--- config.mk ---
export PLATFORM = sky130hd
export DESIGN_NAME = back_forward_location_history_flat
export DESIGN_NICKNAME = d
export VERILOG_FILES = /design/src/bfh_pkg.sv /design/src/bfh_in_if.sv /design/src/bfh_out_if.sv /design/src/bfh_ram.sv /design/src/bfh_ring.sv /design/src/back_forward_location_history.sv /design/src/flat_wrapper.sv
export SDC_FILE = /design/constraint.sdc
export NUM_CORES = 1
export LEC_CHECK = 0
export ABC_AREA = 1
export BUFFER_PORTS_ARGS = -buffer_cell sky130_fd_sc_hd__buf_4
export CAP_MARGIN = 20
export CORE_MARGIN = 5
export CORE_UTILIZATION = 30
export DETAILED_ROUTE_END_ITERATION = 12
export PLACE_DENSITY_LB_ADDON = 0.2
export SLEW_MARGIN = 20
export SYNTH_ARGS = -nofsm -noshare
export SYNTH_HDL_FRONTEND = slang
export SYNTH_HIERARCHICAL = 1
export SYNTH_SLANG_ARGS = --single-unit
--- constraint.sdc ---
create_clock -name clk -period 15.4 [get_ports clk]
set_input_delay 2.31 -clock clk [delete_from_list [all_inputs] [get_ports clk]]
set_output_delay 2.31 -clock clk [all_outputs]
set_load 0.02 [all_outputs]
--- src/bfh_pkg.sv ---
// ----------------------------------------------------------------------------
// bfh_pkg
// Shared types and constants of the back/forward location history: ring
// depth, index and count widths, the packed location word, and the control
// and status groups that pass between the top level and the ring units.
// ----------------------------------------------------------------------------
`default_nettype none

package bfh_pkg;

    // Number of locations each ring holds (legal range 2 to 256).
    localparam int HISTORY_DEPTH = 16;

    // Ring index and fill count widths.
    localparam int IDX_W = $clog2(HISTORY_DEPTH);
    localparam int CNT_W = $clog2(HISTORY_DEPTH + 1);

    // Field widths of one location.
    localparam int FILE_W = 8;
    localparam int LINE_W = 24;
    localparam int CMD_W  = 2;

    // Command codes.
    localparam logic [CMD_W-1:0] CMD_RECORD  = 2'd0;
    localparam logic [CMD_W-1:0] CMD_BACK    = 2'd1;
    localparam logic [CMD_W-1:0] CMD_FORWARD = 2'd2;

    // One stored location, file id in the upper byte.
    typedef struct packed {
        logic [FILE_W-1:0] file_id;
        logic [LINE_W-1:0] line_num;
    } loc_t;

    localparam int LOC_W = $bits(loc_t);

    // Operation applied to one ring when a command executes.
    typedef enum logic [1:0] {
        RING_NONE  = 2'd0,
        RING_PUSH  = 2'd1,
        RING_POP   = 2'd2,
        RING_CLEAR = 2'd3
    } ring_op_t;

    // Control from the sequencer to a ring.
    typedef struct packed {
        logic     rd;    // read the newest entry
        logic     fire;  // apply op this cycle
        ring_op_t op;
    } ring_ctl_t;

    // Status from a ring back to the sequencer.
    typedef struct packed {
        logic nonempty;
        loc_t top_data;
    } ring_sts_t;

endpackage

`default_nettype wire

--- src/bfh_in_if.sv ---
// ----------------------------------------------------------------------------
// bfh_in_if
// Command channel: one word carries a command and the current location.
// ----------------------------------------------------------------------------
`default_nettype none

interface bfh_in_if;

    logic                       valid;
    logic                       ready;
    logic [bfh_pkg::CMD_W-1:0]  cmd;
    logic [bfh_pkg::FILE_W-1:0] file_id;
    logic [bfh_pkg::LINE_W-1:0] line_num;

    modport source (output valid, output cmd, output file_id, output line_num,
                    input ready);
    modport sink   (input valid, input cmd, input file_id, input line_num,
                    output ready);

endinterface

`default_nettype wire

--- src/bfh_out_if.sv ---
// ----------------------------------------------------------------------------
// bfh_out_if
// Result channel: one word carries the hit flag and the returned location.
// ----------------------------------------------------------------------------
`default_nettype none

interface bfh_out_if;

    logic                       valid;
    logic                       ready;
    logic                       found;
    logic [bfh_pkg::FILE_W-1:0] out_file_id;
    logic [bfh_pkg::LINE_W-1:0] out_line_num;

    modport source (output valid, output found, output out_file_id,
                    output out_line_num, input ready);
    modport sink   (input valid, input found, input out_file_id,
                    input out_line_num, output ready);

endinterface

`default_nettype wire

--- src/bfh_ram.sv ---
// ----------------------------------------------------------------------------
// bfh_ram
// Generic single-clock RAM with one write port and one read port. Read data
// is registered and holds its value while no read is issued.
// ----------------------------------------------------------------------------
`default_nettype none

module bfh_ram #(
    parameter int WIDTH = 32,
    parameter int DEPTH = 16
) (
    input  wire logic                     clk,
    input  wire logic                     we,
    input  wire logic [$clog2(DEPTH)-1:0] waddr,
    input  wire logic [WIDTH-1:0]         wdata,
    input  wire logic                     re,
    input  wire logic [$clog2(DEPTH)-1:0] raddr,
    output logic      [WIDTH-1:0]         rdata
);

    logic [WIDTH-1:0] mem [DEPTH];

    // Write port.
    always_ff @(posedge clk)
    begin
        if (we)
        begin
            mem[waddr] <= wdata;
        end
    end

    // Registered read port.
    always_ff @(posedge clk)
    begin
        if (re)
        begin
            rdata <= mem[raddr];
        end
    end

endmodule

`default_nettype wire

--- src/bfh_ring.sv ---
// ----------------------------------------------------------------------------
// bfh_ring
// One bounded ring stack. Entries live in a RAM; the newest-entry index and
// the fill count live in registers. The newest entry is read ahead of the op
// and then drives both the pop result and the duplicate check of a push.
// ----------------------------------------------------------------------------
`default_nettype none

module bfh_ring (
    input  wire logic               clk,
    input  wire logic               rst_n,
    input  wire bfh_pkg::ring_ctl_t ctl,
    input  wire bfh_pkg::loc_t      push_loc,
    output bfh_pkg::ring_sts_t      sts
);

    import bfh_pkg::*;

    localparam logic [IDX_W-1:0] LAST_IDX  = IDX_W'(HISTORY_DEPTH - 1);
    localparam logic [CNT_W-1:0] DEPTH_CNT = CNT_W'(HISTORY_DEPTH);

    logic [IDX_W-1:0] top_reg, top_next;
    logic [CNT_W-1:0] count_reg, count_next;
    logic [IDX_W-1:0] top_inc, top_dec;
    logic             we;
    loc_t             rdata;
    logic             dup;

    // Neighbor indexes with wrap at the ring size.
    assign top_inc = (top_reg == LAST_IDX) ? '0 : top_reg + 1'b1;
    assign top_dec = (top_reg == '0) ? LAST_IDX : top_reg - 1'b1;

    // A push is dropped when the newest entry already holds the location.
    assign dup = (count_reg != '0) && (rdata == push_loc);

    // Index, count and write-enable update for the operation in flight.
    always_comb
    begin
        top_next   = top_reg;
        count_next = count_reg;
        we         = 1'b0;
        if (ctl.fire)
        begin
            unique case (ctl.op)
                RING_PUSH:
                begin
                    if (!dup)
                    begin
                        top_next = top_inc;
                        we       = 1'b1;
                        if (count_reg != DEPTH_CNT)
                        begin
                            count_next = count_reg + 1'b1;
                        end
                    end
                end
                RING_POP:
                begin
                    if (count_reg != '0)
                    begin
                        top_next   = top_dec;
                        count_next = count_reg - 1'b1;
                    end
                end
                RING_CLEAR:
                begin
                    count_next = '0;
                end
                RING_NONE:
                begin
                end
            endcase
        end
    end

    always_ff @(posedge clk or negedge rst_n)
    begin
        if (!rst_n)
        begin
            top_reg   <= '0;
            count_reg <= '0;
        end
        else
        begin
            top_reg   <= top_next;
            count_reg <= count_next;
        end
    end

    // Entry storage; a push overwrites the slot after the newest one.
    bfh_ram #(
        .WIDTH (LOC_W),
        .DEPTH (HISTORY_DEPTH)
    ) u_ram (
        .clk   (clk),
        .we    (we),
        .waddr (top_inc),
        .wdata (push_loc),
        .re    (ctl.rd),
        .raddr (top_reg),
        .rdata (rdata)
    );

    assign sts.nonempty = (count_reg != '0);
    assign sts.top_data = rdata;

    // The fill count never passes the ring size.
    assert property (@(posedge clk) disable iff (!rst_n)
        count_reg <= DEPTH_CNT)
        else $error("ring count above depth");

    // A pop on an empty ring leaves index and count alone.
    assert property (@(posedge clk) disable iff (!rst_n)
        ctl.fire && ctl.op == RING_POP && count_reg == '0
        |=> $stable(top_reg) && count_reg == '0)
        else $error("pop on empty ring changed state");

endmodule

`default_nettype wire

--- src/back_forward_location_history.sv ---
// ----------------------------------------------------------------------------
// back_forward_location_history
// Back and forward ring stacks of locations. Record pushes onto back and
// empties forward; go back pops back and on a hit pushes the current
// location onto forward; go forward is the mirror.
//
//   channel  dir  word contents                       handshake
//   in_ch    in   cmd, file_id, line_num              valid/ready
//   out_ch   out  found, out_file_id, out_line_num    valid/ready
//
// Each command is accepted, which reads the newest entry of both ring RAMs
// into their registered read ports, and is then executed: S_EXEC checks,
// writes back and loads the result register. One result per command.
// A new command is taken while an earlier result still waits on out_ch;
// execution holds only while the result register is occupied and not taken.
// Reset clears ring indexes, fill counts and control; entry RAMs need no
// clearing pass, since an entry is read only behind a nonzero count.
// ----------------------------------------------------------------------------
`default_nettype none

module back_forward_location_history (
    input  wire logic  clk,
    input  wire logic  rst_n,
    bfh_in_if.sink     in_ch,
    bfh_out_if.source  out_ch
);

    import bfh_pkg::*;

    typedef enum logic [1:0] {
        S_IDLE = 2'b01,
        S_EXEC = 2'b10
    } state_t;

    state_t           state_reg, state_next;
    logic [CMD_W-1:0] cmd_reg;
    loc_t             loc_reg;
    logic             out_valid_reg, out_valid_next;
    logic             found_reg, found_next;
    loc_t             out_loc_reg, out_loc_next;

    logic      accept;
    logic      exec_go;
    ring_ctl_t back_ctl, fwd_ctl;
    ring_sts_t back_sts, fwd_sts;

    assign in_ch.ready = (state_reg == S_IDLE);
    assign accept      = in_ch.valid && in_ch.ready;
    assign exec_go     = (state_reg == S_EXEC) && (!out_valid_reg || out_ch.ready);

    // Ring operations for the command being executed.
    always_comb
    begin
        back_ctl.rd   = accept;
        back_ctl.fire = exec_go;
        back_ctl.op   = RING_NONE;
        fwd_ctl.rd    = accept;
        fwd_ctl.fire  = exec_go;
        fwd_ctl.op    = RING_NONE;
        found_next    = 1'b0;
        out_loc_next  = '0;
        unique case (cmd_reg)
            CMD_RECORD:
            begin
                back_ctl.op = RING_PUSH;
                fwd_ctl.op  = RING_CLEAR;
            end
            CMD_BACK:
            begin
                back_ctl.op = RING_POP;
                if (back_sts.nonempty)
                begin
                    fwd_ctl.op   = RING_PUSH;
                    found_next   = 1'b1;
                    out_loc_next = back_sts.top_data;
                end
            end
            CMD_FORWARD:
            begin
                fwd_ctl.op = RING_POP;
                if (fwd_sts.nonempty)
                begin
                    back_ctl.op  = RING_PUSH;
                    found_next   = 1'b1;
                    out_loc_next = fwd_sts.top_data;
                end
            end
            default:
            begin
            end
        endcase
    end

    // Sequencer.
    always_comb
    begin
        state_next = state_reg;
        unique case (state_reg)
            S_IDLE:
            begin
                if (accept)
                begin
                    state_next = S_EXEC;
                end
            end
            S_EXEC:
            begin
                if (exec_go)
                begin
                    state_next = S_IDLE;
                end
            end
            default:
            begin
                state_next = S_IDLE;
            end
        endcase
    end

    // Result register occupancy.
    always_comb
    begin
        out_valid_next = out_valid_reg;
        if (exec_go)
        begin
            out_valid_next = 1'b1;
        end
        else if (out_ch.ready)
        begin
            out_valid_next = 1'b0;
        end
    end

    always_ff @(posedge clk or negedge rst_n)
    begin
        if (!rst_n)
        begin
            state_reg     <= S_IDLE;
            out_valid_reg <= 1'b0;
        end
        else
        begin
            state_reg     <= state_next;
            out_valid_reg <= out_valid_next;
        end
    end

    // Captured command word and result payload.
    always_ff @(posedge clk)
    begin
        if (accept)
        begin
            cmd_reg          <= in_ch.cmd;
            loc_reg.file_id  <= in_ch.file_id;
            loc_reg.line_num <= in_ch.line_num;
        end
        if (exec_go)
        begin
            found_reg   <= found_next;
            out_loc_reg <= out_loc_next;
        end
    end

    bfh_ring u_back (
        .clk      (clk),
        .rst_n    (rst_n),
        .ctl      (back_ctl),
        .push_loc (loc_reg),
        .sts      (back_sts)
    );

    bfh_ring u_fwd (
        .clk      (clk),
        .rst_n    (rst_n),
        .ctl      (fwd_ctl),
        .push_loc (loc_reg),
        .sts      (fwd_sts)
    );

    assign out_ch.valid        = out_valid_reg;
    assign out_ch.found        = found_reg;
    assign out_ch.out_file_id  = out_loc_reg.file_id;
    assign out_ch.out_line_num = out_loc_reg.line_num;

    // An accepted word always moves on to execution.
    assert property (@(posedge clk) disable iff (!rst_n)
        accept |=> state_reg == S_EXEC)
        else $error("accepted word not executed");

    // Executing a command always leaves a result waiting.
    assert property (@(posedge clk) disable iff (!rst_n)
        exec_go |=> out_valid_reg)
        else $error("executed command produced no result");

    // A miss returns an all-zero location.
    assert property (@(posedge clk) disable iff (!rst_n)
        out_valid_reg && !found_reg |-> out_loc_reg == '0)
        else $error("miss carries a nonzero location");

endmodule

`default_nettype wire

--- src/flat_wrapper.sv ---
// flat-port wrapper written by rule: the top's interface ports become plain ports
module back_forward_location_history_flat import bfh_pkg::*;
  (clk, rst_n, in_ch_valid, in_ch_cmd, in_ch_file_id, in_ch_line_num, in_ch_ready, out_ch_valid, out_ch_found, out_ch_out_file_id, out_ch_out_line_num, out_ch_ready);
  bfh_in_if in_ch_i ();
  bfh_out_if out_ch_i ();
  input  wire logic clk;
  input  wire logic rst_n;
  input wire logic [$bits(in_ch_i.valid)-1:0] in_ch_valid;
  input wire logic [$bits(in_ch_i.cmd)-1:0] in_ch_cmd;
  input wire logic [$bits(in_ch_i.file_id)-1:0] in_ch_file_id;
  input wire logic [$bits(in_ch_i.line_num)-1:0] in_ch_line_num;
  output wire logic [$bits(in_ch_i.ready)-1:0] in_ch_ready;
  output wire logic [$bits(out_ch_i.valid)-1:0] out_ch_valid;
  output wire logic [$bits(out_ch_i.found)-1:0] out_ch_found;
  output wire logic [$bits(out_ch_i.out_file_id)-1:0] out_ch_out_file_id;
  output wire logic [$bits(out_ch_i.out_line_num)-1:0] out_ch_out_line_num;
  input wire logic [$bits(out_ch_i.ready)-1:0] out_ch_ready;
  assign in_ch_i.valid = in_ch_valid;
  assign in_ch_i.cmd = in_ch_cmd;
  assign in_ch_i.file_id = in_ch_file_id;
  assign in_ch_i.line_num = in_ch_line_num;
  assign in_ch_ready = in_ch_i.ready;
  assign out_ch_valid = out_ch_i.valid;
  assign out_ch_found = out_ch_i.found;
  assign out_ch_out_file_id = out_ch_i.out_file_id;
  assign out_ch_out_line_num = out_ch_i.out_line_num;
  assign out_ch_i.ready = out_ch_ready;
  back_forward_location_history u_core (.clk(clk), .rst_n(rst_n), .in_ch(in_ch_i), .out_ch(out_ch_i));
endmodule
==> results.cfg, run 1 <==
[final_layout]
final_area_um2 = 58900
final_cells = 7313
final_cell_mix = nand2_1, edfxtp_1, inv_1
postLayoutCoreUtil = 0.343
final_common_cell = nand2_1
drive_gt1_frac = 0.0972
syn_to_final_growth_pct = 13.5
finalNetCount = 4961
top_regs = u_core/u_back/u_ram/mem: 512 flops, u_core/u_fwd/u_ram/mem: 512 flops

[setup_path]
cp_slowest_stage_delay_ns = 0.93
cp.required_ns = 15.76
slowest_stage = nor2_4
crit_buf_inv = 3
path_depth = 8
worstSetupPathType = primary input to flip-flop
critPathTopFamily = simple AND/OR/NAND/NOR gates
cp_cell_sequence = buf_4, nor2_1, nor2_4, buf_4, inv_1, nor2_1, nand3_1, nor2_4
start_kind = primary input
crit_fanout = 35
reg2regPathDepth = 8
worstPathArrival_ns = 5.00
cp-end-kind = flip-flop

[clock_tree]
tritoncts = built
h-tree-depth = 4
worstSkewPairLatency_ns = 0.76
numCtsBuffers = 132
ctsResizeCount = 0
clockBufferDepth = 3
ctsHoldBuffers = 0
cts_sinks = 1176
cts_setup_buffers = 0
cts_root_buffer = clkbuf_16
clk_pin_slew_ns = 0.05

[drt]
drt-pass1-iter-count = 5
ant_nets = 0
vias = 33376
drt-vias-per-instance = 4.56
first_iter_violations = 3098
wl_mm = 153
post_drt_wl_per_cell_um = 20.9
drc = 0

[timing]
slew_viol_final = 0
fmax_ghz = 0.216
hold_slack_ns = 0.539
setup_violations = 0
rsz0062_at_grt = false
fin_crit_sh = 0.301
worst_slew_pin_slew_ns = 1.08
fin_setup_tns_ns = 0
slew_headroom = 0.280
period_needed_ns = 4.64
final_hold_viol_count = 0
fin_worst_skew_ns = 0.0348

[power_and_ir_drop]
p_seq_frac = 0.399
p_switching_uw = 3590
p_leak_uw = 0.0239
p_per_area_nw_per_um2 = 165
peakVddDrop_mv = 0.121
comb_power_share = 0.296
clockPowerShare = 0.305
swShare = 0.370
power.internal_uw = 6130

[outcome]
status = finished clean

[global_route]
grt_overflow = 0
grt_pass1_vias = 31909
grt_pass1_wl_mm = 221
antenna_found_initial = 16
grt_start_max_net_pins = 135
grt_usage = 0.166

[yosys]
synth_seq_cells = 1176
synth-seq-area-share = 0.678
yosys_warnings = 6
yosysTopAreaCell = edfxtp_1
synth_top_area_frac = 0.668
syn_nets = 4898
synthCells = 4841
synth_cell_type_count = 35
synth_area_leaders = edfxtp_1, nand2_1, nand3_1, inv_1, buf_6
syn_avg_cell_area_um2 = 10.7
synth_area_um2 = 51900

[job]
drv_cap = 0

[floorplan]
pin_count = 73
coreArea_um2 = 172000
start_util = 0.302
dieArea_um2 = 181000
num_rows = 152
dieHeight_um = 426
die_x_um = 426

[placed_design]
dp.cells = 7073
routabilityCongestion = 0.784
place_area_um2 = 54800
place.port_buffers = 72
dp.final_hpwl_mm = 92.1

[min_path]
holdPathStages = 2
min_path_type = flip-flop to flip-flop
Yosys cell counts:
cell / count
nand2_1: 1471
edfxtp_1: 1155
inv_1: 838
nand3_1: 809
buf_2: 83
nor2_1: 72
buf_6: 69
nand3_2: 49
xnor2_1: 44
a21oi_2: 30
buf_1: 28
clkbuf_1: 28
dfrtp_1: 20
nand4_1: 18
buf_4: 17
ha_1: 17
xor2_1: 16
a21oi_1: 15
o21ai_0: 13
inv_2: 6
buf_8: 5
a31oi_1: 4
nand2_2: 4
nand2_4: 4
nand3b_1: 4
nand4_2: 4
nor2_2: 4
buf_12: 2
fa_1: 2
inv_4: 2
nor2_4: 2
nor3_2: 2
nor4_1: 2
dfstp_2: 1
or2_2: 1
per-stage QoR:
stage	total power (uW)	worst slack [ns]
global placement	6840	9.94
detailed placement	6840	9.93
floorplan	5910	8.41
finish	9720	10.76
CTS	9830	10.70
global route	10200	10.56
power by group through the flow:
| stage | Clock (uW) | Combinational [uW] | Sequential, uW |
|---|---|---|---|
| floorplan | 0 | 2040 | 3870 |
| global placement | 0 | 2890 | 3950 |
| detailed placement | 0 | 2890 | 3950 |
| CTS | 3040 | 2900 | 3890 |
| global route | 3170 | 3140 | 3900 |
| finish | 2960 | 2880 | 3880 |
kinds of logic (layout without fill, tap and decap cells):
| family | Yosys count | count (layout) | synth area share |
|---|---|---|---|
| AND/OR/NAND/NOR | 2446 | 2446 | 0.206 |
| flip-flops | 1176 | 1176 | 0.678 |
| buffers and inverters | 1078 | 1235 | 0.0929 |
| AO/OA/AOI/OAI | 62 | 62 | 0.00824 |
| XOR/XNOR | 60 | 60 | 0.0101 |
| adder cells (fa/ha/maj) | 19 | 19 | 0.00487 |
| other | 0 | 5 | 0 |
per-layer routing:
| metal | share of wire | vias to the layer above | wire (um) | GRT usage |
|---|---|---|---|---|
| met5 | 0 | - | 0 | 0 |
| met4 | 0.023 | 0 | 3520 | 0.0476 |
| met3 | 0.053 | 193 | 8060 | 0.0213 |
| met2 | 0.47 | 939 | 71700 | 0.270 |
| met1 | 0.46 | 16351 | 69700 | 0.233 |
| li1 | - | 15893 | - | - |
final timing paths:
kind                                                          start                                         to  slack [ns]
worst min register to register      u_core/out_ch.valid$_DFFE_PN0P_            u_core/out_ch.valid$_DFFE_PN0P_        0.54
min in group asynchronous                                     rst_n            u_core/state_reg[1]$_DFFE_PN0P_        1.47
max in group asynchronous                                     rst_n       u_core/u_back/top_reg[2]$_DFFE_PN0P_       13.57
worst max-delay path                                   out_ch_ready  u_core/u_back/u_ram/mem[12][21]$_DFFE_PP_       10.76
worst max register to register  u_core/u_fwd/top_reg[1]$_DFFE_PN0P_    u_core/u_fwd/u_ram/mem[11][1]$_DFFE_PP_       10.93
worst min-delay path                u_core/out_ch.valid$_DFFE_PN0P_            u_core/out_ch.valid$_DFFE_PN0P_        0.54
worst reg2reg max path: cells and delay by family, from the launching register on:
kind                   cells  cell delay, ns
DFF                        1            0.76
buffers and inverters      3            1.45
and+or+nand+nor            4            1.61
AOI/OAI and AO/OA          1            0.23
area by class of cell:
| cell class | count | area [um2] |
|---|---|---|
| Multi-Input combinational cell | 2587 | 12200 |
| Fill cell | 17216 | 113000 |
| Clock buffer | 173 | 3560 |
| Tap cell | 2310 | 2890 |
| Inverter | 846 | 3200 |
| Timing Repair Buffer | 161 | 1480 |
| Clock inverter | 55 | 398 |
| Antenna cell | 5 | 12.5 |
| Sequential cell | 1176 | 35200 |
(Power assumes the default switching activity.)
==> run 2: changes to the inputs <==
Clock period 15.4 ns to 3.88 ns, I/O delays scaled along.
==> run 2 against run 1 <==
Against the previous run:
- the run now ends with antenna violations left
- utilization grew 0.67 points
- non-clock buffer count up 95
- clock skew decreased by 0.012 ns
- worst setup slack lost 10 ns
- design area rose by 1.9%
==> results.cfg, run 2 (synthesis results as in run 1) <==
[timing]
rsz0062_at_grt = false
slew_headroom = 0.306
fmax_ghz = 0.293
fin_setup_tns_ns = 0
worst_slew_pin_slew_ns = 1.04
fin_crit_sh = 0.878
final_hold_viol_count = 0
slew_viol_final = 0
setup_violations = 0
period_needed_ns = 3.41
fin_worst_skew_ns = 0.0226
hold_slack_ns = 0.0463

[setup_path]
cp_cell_sequence = xnor2_1, nand4_1, nor2_1, nand3_2, nand2_2, nor2_1, nand3_1, nor2_4, buf_12
start_kind = flip-flop
cp-end-kind = flip-flop
crit_fanout = 19
path_common_cell = nor2_1
slowest_stage = edfxtp_1
cp_slowest_stage_delay_ns = 1.03
worstSetupPathType = flip-flop to flip-flop
worstPathArrival_ns = 3.86
cp.required_ns = 4.33

[drt]
post_drt_wl_per_cell_um = 21.1
drc = 0
first_iter_violations = 2998
wl_mm = 157
drt-vias-per-instance = 4.56
drt-pass1-iter-count = 5
vias = 33818
ant_nets = 1

[final_layout]
final_cell_mix = nand2_1, edfxtp_1, inv_1
final_common_cell = nand2_1
syn_to_final_growth_pct = 15.7
top_regs = u_core/u_back/u_ram/mem: 512 flops, u_core/u_fwd/u_ram/mem: 512 flops
finalNetCount = 5057
fillCellCount = 17186
drive_gt1_frac = 0.113

[global_route]
grt_start_max_net_pins = 158
grt_pass1_vias = 32382
antenna_found_initial = 21
grt_usage = 0.170
grt_pass1_wl_mm = 227
grt_overflow = 0

[min_path]
min_path_type = primary input to flip-flop

[power_and_ir_drop]
p_per_area_nw_per_um2 = 662
peakVddDrop_mv = 0.522
clockPowerShare = 0.312
power.internal_uw = 25200
p_switching_uw = 14600
swShare = 0.367
comb_power_share = 0.302
p_leak_uw = 0.0245
power.total_uw = 39800
p_seq_frac = 0.386

[outcome]
status = finished, violations left
violations = antenna violations

[floorplan]
start_util = 0.302
dieHeight_um = 426
dieArea_um2 = 181000
pin_count = 73
die_x_um = 426
coreArea_um2 = 172000
num_rows = 152

[job]
drv_cap = 0

[placed_design]
dp.final_hpwl_mm = 97.0
routabilityCongestion = 0.799
place.port_buffers = 72

[clock_tree]
cts_setup_buffers = 0
cts_root_buffer = clkbuf_16
clockBufferDepth = 3
tritoncts = built
ctsResizeCount = 0
cts_sinks = 1176
clk_pin_slew_ns = 0.06
numCtsBuffers = 133
h-tree-depth = 4
worstSkewPairLatency_ns = 0.76
ctsHoldBuffers = 17
## run 2: changes by cell type in the layout (fill, tap and decap cells not counted), sizes merged
| cell | before | now |
|---|---|---|
| buf | 161 | 239 |
| dlygate4sd3 | 0 | 17 |
| bufinv | 3 | 12 |
| clkinv | 44 | 36 |
| diode | 5 | 12 |
| clkbuf | 173 | 171 |
| inv | 851 | 853 |
| clkinvlp | 3 | 4 |
## run 2: power by group through the flow
stage | Clock [uW] | Sequential, uW | Combinational [uW]
finish | 12400 | 15300 | 12000
global route | 13300 | 15400 | 13200
CTS | 12800 | 15400 | 12100
detailed placement | 0 | 15600 | 12000
global placement | 0 | 15600 | 12100
floorplan | 0 | 15400 | 8110
## run 2: final timing paths
path | startpoint | to | slack (ns) | cells after the start
max in group asynchronous | rst_n | u_core/u_back/top_reg[2]$_DFFE_PN0P_ | 3.23 | 2
setup / recovery | u_core/loc_reg[9]$_DFFE_PP_ | u_core/u_back/u_ram/mem[15][22]$_DFFE_PP_ | 0.47 | 9
setup reg to reg | u_core/loc_reg[9]$_DFFE_PP_ | u_core/u_back/u_ram/mem[15][22]$_DFFE_PP_ | 0.47 | 9
hold / removal | in_ch_file_id[4] | u_core/loc_reg[28]$_DFFE_PP_ | 0.05 | 1
min in group asynchronous | rst_n | u_core/state_reg[1]$_DFFE_PN0P_ | 0.30 | 2
hold reg to reg | u_core/out_ch.valid$_DFFE_PN0P_ | u_core/out_ch.valid$_DFFE_PN0P_ | 0.53 | 2
## run 2: final cells by class
type                            count  area [um2]  share of cell area
Sequential cell                  1176       35200               0.586
Clock buffer                      171        3570              0.0593
Timing Repair Buffer              256        2360              0.0394
Multi-Input combinational cell   2587       12200               0.202
Clock inverter                     59         651              0.0108
Inverter                          846        3200              0.0532
Antenna cell                       12        30.0            0.000500
Tap cell                         2310        2890              0.0481
## run 2: per-layer routing
metal | part of all wire | global-route usage | vias up
met5 | 0.000083 | 0 | -
met4 | 0.021 | 0.0431 | 2
met3 | 0.067 | 0.0328 | 184
met2 | 0.45 | 0.265 | 949
met1 | 0.46 | 0.244 | 16586
li1 | - | - | 16097
## run 2: stage by stage
step	instance area, um2	std cells	worst slack (ns)	utilization
2_1_floorplan	51900	4841	0.0108	-
3_3_place_gp	55700	7158	0.429	0.324
3_5_place_dp	55700	7158	0.438	0.324
4_1_cts	60100	7405	0.411	0.349
5_1_grt	60100	7405	0.150	0.349
6_report	60100	7417	0.472	0.349
## run 2: critical path: cells and delay by family (launching register included)
kind / cells / cell delay (ns)
buffers and inverters: 1 / 0.23
xor gates and xnor gates: 1 / 0.16
and+or+nand+nor: 7 / 1.65
DFF: 1 / 1.03
